`src/tiex_pkg.sv`:
```
package tiex_pkg;

  localparam int NUM_REGS    = 16;
  localparam int STACK_DEPTH = 16;
  localparam int REG_IDX_W   = $clog2(NUM_REGS);
  localparam int STK_IDX_W   = (STACK_DEPTH > 1) ? $clog2(STACK_DEPTH) : 1;
  localparam int STK_CNT_W   = $clog2(STACK_DEPTH + 1);
  localparam int DATA_W      = 64;
  localparam int FW_W        = 13;
  localparam logic [FW_W-1:0] FW_RESET = FW_W'(640);

  // opcodes
  localparam logic [4:0] OP_EXIT    = 5'd0;
  localparam logic [4:0] OP_ADDI    = 5'd1;
  localparam logic [4:0] OP_SUBI    = 5'd2;
  localparam logic [4:0] OP_MULI    = 5'd3;
  localparam logic [4:0] OP_DIVI    = 5'd4;
  localparam logic [4:0] OP_REMI    = 5'd5;
  localparam logic [4:0] OP_ANDI    = 5'd6;
  localparam logic [4:0] OP_XORI    = 5'd7;
  localparam logic [4:0] OP_MOV     = 5'd8;
  localparam logic [4:0] OP_MOV_IMM = 5'd9;
  localparam logic [4:0] OP_ILT     = 5'd10;
  localparam logic [4:0] OP_IMET    = 5'd11;
  localparam logic [4:0] OP_EQ      = 5'd12;
  localparam logic [4:0] OP_NEQ     = 5'd13;
  localparam logic [4:0] OP_SELECT  = 5'd14;
  localparam logic [4:0] OP_GR      = 5'd15;
  localparam logic [4:0] OP_GPR     = 5'd16;
  localparam logic [4:0] OP_GP      = 5'd17;
  localparam logic [4:0] OP_RGB     = 5'd18;
  localparam logic [4:0] OP_RED     = 5'd19;
  localparam logic [4:0] OP_GREEN   = 5'd20;
  localparam logic [4:0] OP_BLUE    = 5'd21;
  localparam logic [4:0] OP_RGB_IMM = 5'd22;
  localparam logic [4:0] OP_RED_IMM = 5'd23;
  localparam logic [4:0] OP_GRN_IMM = 5'd24;
  localparam logic [4:0] OP_BLU_IMM = 5'd25;
  localparam logic [4:0] OP_PUSH    = 5'd26;
  localparam logic [4:0] OP_POP     = 5'd27;

  // status codes
  localparam logic [2:0] ST_OK     = 3'd0;
  localparam logic [2:0] ST_UNSUP  = 3'd1;
  localparam logic [2:0] ST_DIVZ   = 3'd2;
  localparam logic [2:0] ST_OVF    = 3'd3;
  localparam logic [2:0] ST_UNF    = 3'd4;
  localparam logic [2:0] ST_HALTED = 3'd5;

  // controller to datapath
  typedef struct packed {
    logic capture;    // latch the input item and read operands
    logic mul_lo;     // form partial products, stage one
    logic mul_hi;     // sum partial products
    logic div_start;  // load the divider
    logic div_step;   // one restoring step
    logic finish;     // form the result and commit state
  } tiex_cmd_t;

  // datapath to controller
  typedef struct packed {
    logic       is_mul;
    logic       is_div;
    logic       div_last;
  } tiex_sts_t;

endpackage

```
`src/tiex_ctrl.sv`:
```
module tiex_ctrl (
  input  logic                clk,
  input  logic                rst_n,
  input  logic                in_valid,
  output logic                in_stall,
  output logic                out_valid,
  input  logic                out_stall,
  input  tiex_pkg::tiex_sts_t sts,
  output tiex_pkg::tiex_cmd_t cmd
);

  localparam logic [2:0] S_IDLE = 3'd0;
  localparam logic [2:0] S_DEC  = 3'd1;
  localparam logic [2:0] S_MUL1 = 3'd2;
  localparam logic [2:0] S_MUL2 = 3'd3;
  localparam logic [2:0] S_DIV  = 3'd4;
  localparam logic [2:0] S_FIN  = 3'd5;

  logic [2:0] state_r, state_nxt;
  logic       out_valid_r, out_valid_nxt;
  logic       take;

  // accept a new transaction only when idle and the output slot can drain
  assign in_stall  = !((state_r == S_IDLE) && (!out_valid_r || !out_stall));
  assign take      = in_valid && !in_stall;
  assign out_valid = out_valid_r;

  always_comb begin
    state_nxt     = state_r;
    out_valid_nxt = out_valid_r && out_stall;
    cmd           = '0;
    unique case (state_r)
      S_IDLE: begin
        if (take) begin
          cmd.capture = 1'b1;
          state_nxt   = S_DEC;
        end
      end
      S_DEC: begin
        if (sts.is_mul) begin
          cmd.mul_lo = 1'b1;
          state_nxt  = S_MUL1;
        end else if (sts.is_div) begin
          cmd.div_start = 1'b1;
          state_nxt     = S_DIV;
        end else begin
          state_nxt = S_FIN;
        end
      end
      S_MUL1: begin
        cmd.mul_hi = 1'b1;
        state_nxt  = S_MUL2;
      end
      S_MUL2: state_nxt = S_FIN;
      S_DIV: begin
        cmd.div_step = 1'b1;
        if (sts.div_last) state_nxt = S_FIN;
      end
      S_FIN: begin
        if (!out_valid_r || !out_stall) begin
          cmd.finish    = 1'b1;
          out_valid_nxt = 1'b1;
          state_nxt     = S_IDLE;
        end
      end
      default: state_nxt = S_IDLE;
    endcase
  end

  always_ff @(posedge clk) begin
    if (!rst_n) begin
      state_r     <= S_IDLE;
      out_valid_r <= 1'b0;
    end else begin
      state_r     <= state_nxt;
      out_valid_r <= out_valid_nxt;
    end
  end

`ifndef SYNTHESIS
  // a transaction is taken only from idle
  a_take_idle: assert property (@(posedge clk) disable iff (!rst_n)
    take |-> state_r == S_IDLE) else $error("take outside idle");
  // finishing always raises a result
  a_fin_out: assert property (@(posedge clk) disable iff (!rst_n)
    cmd.finish |=> out_valid_r) else $error("finish without result");
  // capture is followed by decode
  a_cap_dec: assert property (@(posedge clk) disable iff (!rst_n)
    cmd.capture |=> state_r == S_DEC) else $error("capture not decoded");
`endif

endmodule

```
`config.mk`:
```
export PLATFORM = sky130hd
export DESIGN_NAME = tiex_ctrl
export DESIGN_NICKNAME = d
export VERILOG_FILES = /design/src/tiex_pkg.sv /design/src/tiex_ctrl.sv
export SDC_FILE = /design/constraint.sdc
export NUM_CORES = 1
export LEC_CHECK = 0
export BUFFER_PORTS_ARGS = -buffer_cell sky130_fd_sc_hd__buf_2
export CAP_MARGIN = 20
export CELL_PAD_IN_SITES_DETAIL_PLACEMENT = 0
export CELL_PAD_IN_SITES_GLOBAL_PLACEMENT = 2
export CORE_MARGIN = 2
export CORE_UTILIZATION = 20
export CTS_CLUSTER_DIAMETER = 60
export DETAILED_ROUTE_END_ITERATION = 10
export GPL_TIMING_DRIVEN = 0
export HOLD_SLACK_MARGIN = 0.02
export PLACE_DENSITY_LB_ADDON = 0.1
export SYNTH_ARGS = -nofsm -noshare
export SYNTH_HDL_FRONTEND = slang
export SYNTH_SLANG_ARGS = --single-unit
```
`constraint.sdc`:
```
create_clock -name clk -period 1.25 [get_ports clk]
set_input_delay 0.0625 -clock clk [delete_from_list [all_inputs] [get_ports clk]]
set_output_delay 0.0625 -clock clk [all_outputs]
set_load 0.02 [all_outputs]
```
# [Yosys cells after proc, flatten, opt, wreduce, memory -nomap -nowiden]
# Index checks and enable logic that the tools add are counted.
[word_totals] ff_bits=4 inputBits=7 output_inout_bits=8
[op_classes] eq_ne=8 mux=19 n_reduce_logical=9
[ops] operator="3-bit case mux with 6 select lines" count=1
[ops] operator="1-bit 2-to-1 mux" count=14
[ops] operator="3-bit 2-to-1 mux" count=4
[ops] operator="3-bit by 2-bit equality test with 1-bit output (second input constant)" count=2
[ops] operator="3-bit equality test (second input constant)" count=2
[ops] operator="2-bit != test (second input constant)" count=3
[ops] operator="3-bit by 1-bit equality test with 1-bit output (second input constant)" count=1
[ops] operator="1-bit logical AND" count=3
[ops] operator="1-bit zero test" count=3
[ops] operator="3-bit zero test" count=1
[ops] operator="3-bit AND reduction" count=1
[ops] operator="1-bit logical OR" count=1

# [Longest topological paths before layout]
[logic_depth] word_depth=6 mapped_depth=3 mapped_depth_nobuf=3

# [Worst setup path after synthesis]
# OpenSTA, ideal clock, no wires.
[synth_timing] path_kind="register -> output" start="register state_r[0]" end="output port cmd[2] (netlist name)" t_arrival_ns=1.227 required_time_ns=1.188 path_slack_ns=-0.039 path_stages_with_launch=3 path_buffers=0 cell_sequence="dfxtp_1 inv_1 nor4_1"
[synth_lines] item="start: declaration" line="tiex_ctrl.sv:19" source="logic [2:0] state_r, state_nxt;"
[synth_lines] item="start signal: assignment" line="tiex_ctrl.sv:75" source="state_r <= state_nxt;"
[synth_lines] item="end: declaration" line="tiex_ctrl.sv:9" source="output tiex_pkg::tiex_cmd_t cmd"

==> results by group <==
Run
  – Max-Cap Viols: 0

GRT
  – First-pass GRT wire length: ~1100 um
  – Busiest grt layer: met2
  – Vias in the first global route: 270
  – Largest net degree at the start of global routing: 9
  – GRT Total Usage: ~10%
  – GR Util met1: 11.51%
  – M3 GR Usage: between 3 and 4%
  – Grt total ovfl: 0
  – Antenna violations before repair: 0
  – M2 GR Usage: around 16%

Synthesis
  – Synth warn: 0
  – Flops & latches, synth: 4
  – Synth area leaders: dfxtp_1 30%, a211oi_1 5.6%, a221oi_2 5.6%
  – Syn Inst Count: 32
  – Post-synth top area cell: dfxtp_1
  – Cell variety after synth: 20
  – Seq/Total Area, Yosys: approximately 30%
  – Cell Area, Synth: between 200 and 300 um^2
  – Syn avg cell area: ~8.3 um^2
  – Top cell type's share of synthesized area: between 30% and 40%
  – Mapped Nets: 39

Place
  – Post-DP HPWL: ~540 um
  – I/O Buffers: 14
  – Placer congestion estimate: just over 0.7

Clock network
  – Skew-Pair Late Insertion Delay: between 0.2 and 0.25 ns
  – Clock Sinks: 4
  – CTS tree: done
  – Max H-tree Level: 1
  – CTS root buffer: clkbuf_4
  – CTS buffer count: 3
  – Clock-pin slew on the worst setup and hold paths: ~0.04 ns
  – CTS max path bufs: 2

Timing
  – Hold WS: 0.06122 ns
  – Tmin final: ~1.2 ns
  – Final hold vios: 0
  – FMAX: between 800 and 900 MHz
  – Tcrit/Tclk final: between 90% and 100%
  – Slew Limit Fails: 0
  – Slew HR: a little under nine tenths
  – Final Skew: between 0.0006 and 0.0007 ns
  – Slew at the pin closest to its max-slew limit: about 0.22 ns
  – RSZ-0062 raised after global routing: no
  – Post-route setup TNS: 0 ns
  – Final Setup Violations: 0

Die
  – Initial Utilization: a little over a fifth
  – Chip height: approximately 41 um
  – Die Area: around 0.0016 mm^2
  – Core ar.: between 0.001 and 0.0015 mm^2
  – I/O Pins: 15
  – Site Rows: 13
  – Die width: about 41 um

Power
  – Switching pwr: approximately 0.22 mW
  – Sw Ratio: 36.82%
  – Internal Power: roughly 0.37 mW
  – Power Density: 1434 mW/mm^2
  – Pwr Total: 0.5904 mW
  – Gate power share: around two fifths
  – Clock power share: between 20% and 30%
  – VDD IR-drop max: around 0.53 mV
  – Reg power frac: roughly a third
  – P_leak: between 0.15 and 0.2 nW

Worst hold path
  – Hold_sp: rst_n
  – Hold WC Path Type: in2reg

Cells and area
  – Final design utilization: approximately a third
  – Filler instances: 137
  – Most frequent cells in the layout: 13 x buf_2, 4 x nor2_1, 4 x inv_1
  – Share of layout cells above drive strength 1: between 50% and 60%
  – Commonest non-fill, non-tap cell in the layout: buf_2
  – Area grow syn2layout: 54.46%
  – Final #Nets: 59
  – Antenna cells: 0

Detailed routing
  – DRT Pass-1 Iters: 1
  – Detail Route Antenna Nets: 0
  – Detailed Route Iter0 Violations: 0
  – Routed WL: 718 um
  – DR vias: just under 300
  – Detailed-route DRC error count: 0
  – DR vias/cell: between 4 and 5
  – Wirelength per Cell: ~11 um

Worst setup path
  – Req. time, crit path: 1.19 ns
  – Worst R2R Start: state_r[2]
  – Crit path max fanout: 8
  – Critical Path AT: 1.12 ns
  – CP startpoint: state_r[2]
  – Startpoint Class: register
  – Crit end category: output pin
  – Critical path class: reg2out

Run status
  – Status: finished clean
==> power by group through the flow <==
stage	sequential (mW)	combinational (mW)	clock [mW]
2_1_floorplan	0.177	0.158	0
5_1_grt	0.199	0.262	0.177
3_3_place_gp	0.185	0.222	0
4_1_cts	0.186	0.235	0.164
3_5_place_dp	0.185	0.218	0
6_report	0.193	0.242	0.155
==> synth_stat cells <==
| library cell | instances |
|---|---|
| and3_1 | 1 |
| nor4_1 | 1 |
| o21ai_0 | 1 |
| o2bb2ai_2 | 1 |
| nor3_2 | 1 |
| nand2_1 | 2 |
| a211oi_1 | 2 |
| nor3b_1 | 1 |
| nand2b_1 | 1 |
| a2bb2oi_1 | 1 |
| nor2_1 | 4 |
| and4bb_2 | 1 |
| nand3_1 | 1 |
| a21bo_2 | 1 |
| inv_1 | 4 |
| a221oi_2 | 1 |
| dfxtp_1 | 4 |
| nand2b_2 | 1 |
| a21oi_1 | 2 |
| o21a_1 | 1 |
==> per-layer routing <==
metal / wire length [um] / part of all wire, %
met1: 265 / 37
met2: 427 / 59
met3: 25 / 3.5
met4: 0 / 0
met5: 0 / 0
==> cell type report <==
type | instances | area [um^2] | area share (%)
repair buffers | 15 | 80.08 | 19.45
multi-input cells | 24 | 188.9 | 45.90
clock buffers | 3 | 22.52 | 5.471
inverters | 4 | 15.01 | 3.647
flip-flops and latches | 4 | 86.33 | 20.97
well taps | 15 | 18.77 | 4.559
==> worst max-delay path, stage by stage, from the launching register on <==
cell     delay (ns)
dfxtp_2        0.37
nor3_4         0.20
and3_1         0.16
buf_2          0.15
==> cells by family after synthesis <==
| group | Yosys count | synth area share [%] |
|---|---|---|
| compound gates | 10 | 32.39 |
| flops | 4 | 30.05 |
| buf+inv | 4 | 5.632 |
| simple gates | 14 | 31.93 |
==> state kept, by name (all words and copies together), names as in the netlist <==
register	flops
out_valid	1
state_r	3
==> final timing paths <==
| path | endpoint | slack, ns | cells past startpoint |
|---|---|---|---|
| worst max-delay path | cmd[5] | 0.07 | 3 |
| worst min-delay path | state_r[2] | 0.06 | 2 |
| worst max register to register | state_r[0] | 0.15 | 4 |
| worst min register to register | out_valid | 0.59 | 2 |
==> timing repair <==
| item | in CTS | in global routing |
|---|---|---|
| setup buffers | 1 | 0 |
| hold buffers | 0 | 0 |
| endpoints found under the setup margin | 4 | 6 |
| gates resized for setup | 2 | 4 |
| cloned | 0 | 0 |
| pin swaps | 1 | 1 |
==> metrics by stage <==
step	worst slack (ns)	cells	cell area [um^2]
5_1_grt	0.01626	65	411.6
4_1_cts	0.006114	65	399.1
3_3_place_gp	0.1072	61	366.6
3_5_place_dp	0.1179	61	366.6
2_1_floorplan	0.1513	32	277.8
6_report	0.06799	65	411.6
Note: power is estimated with default switching activity, not from simulation.
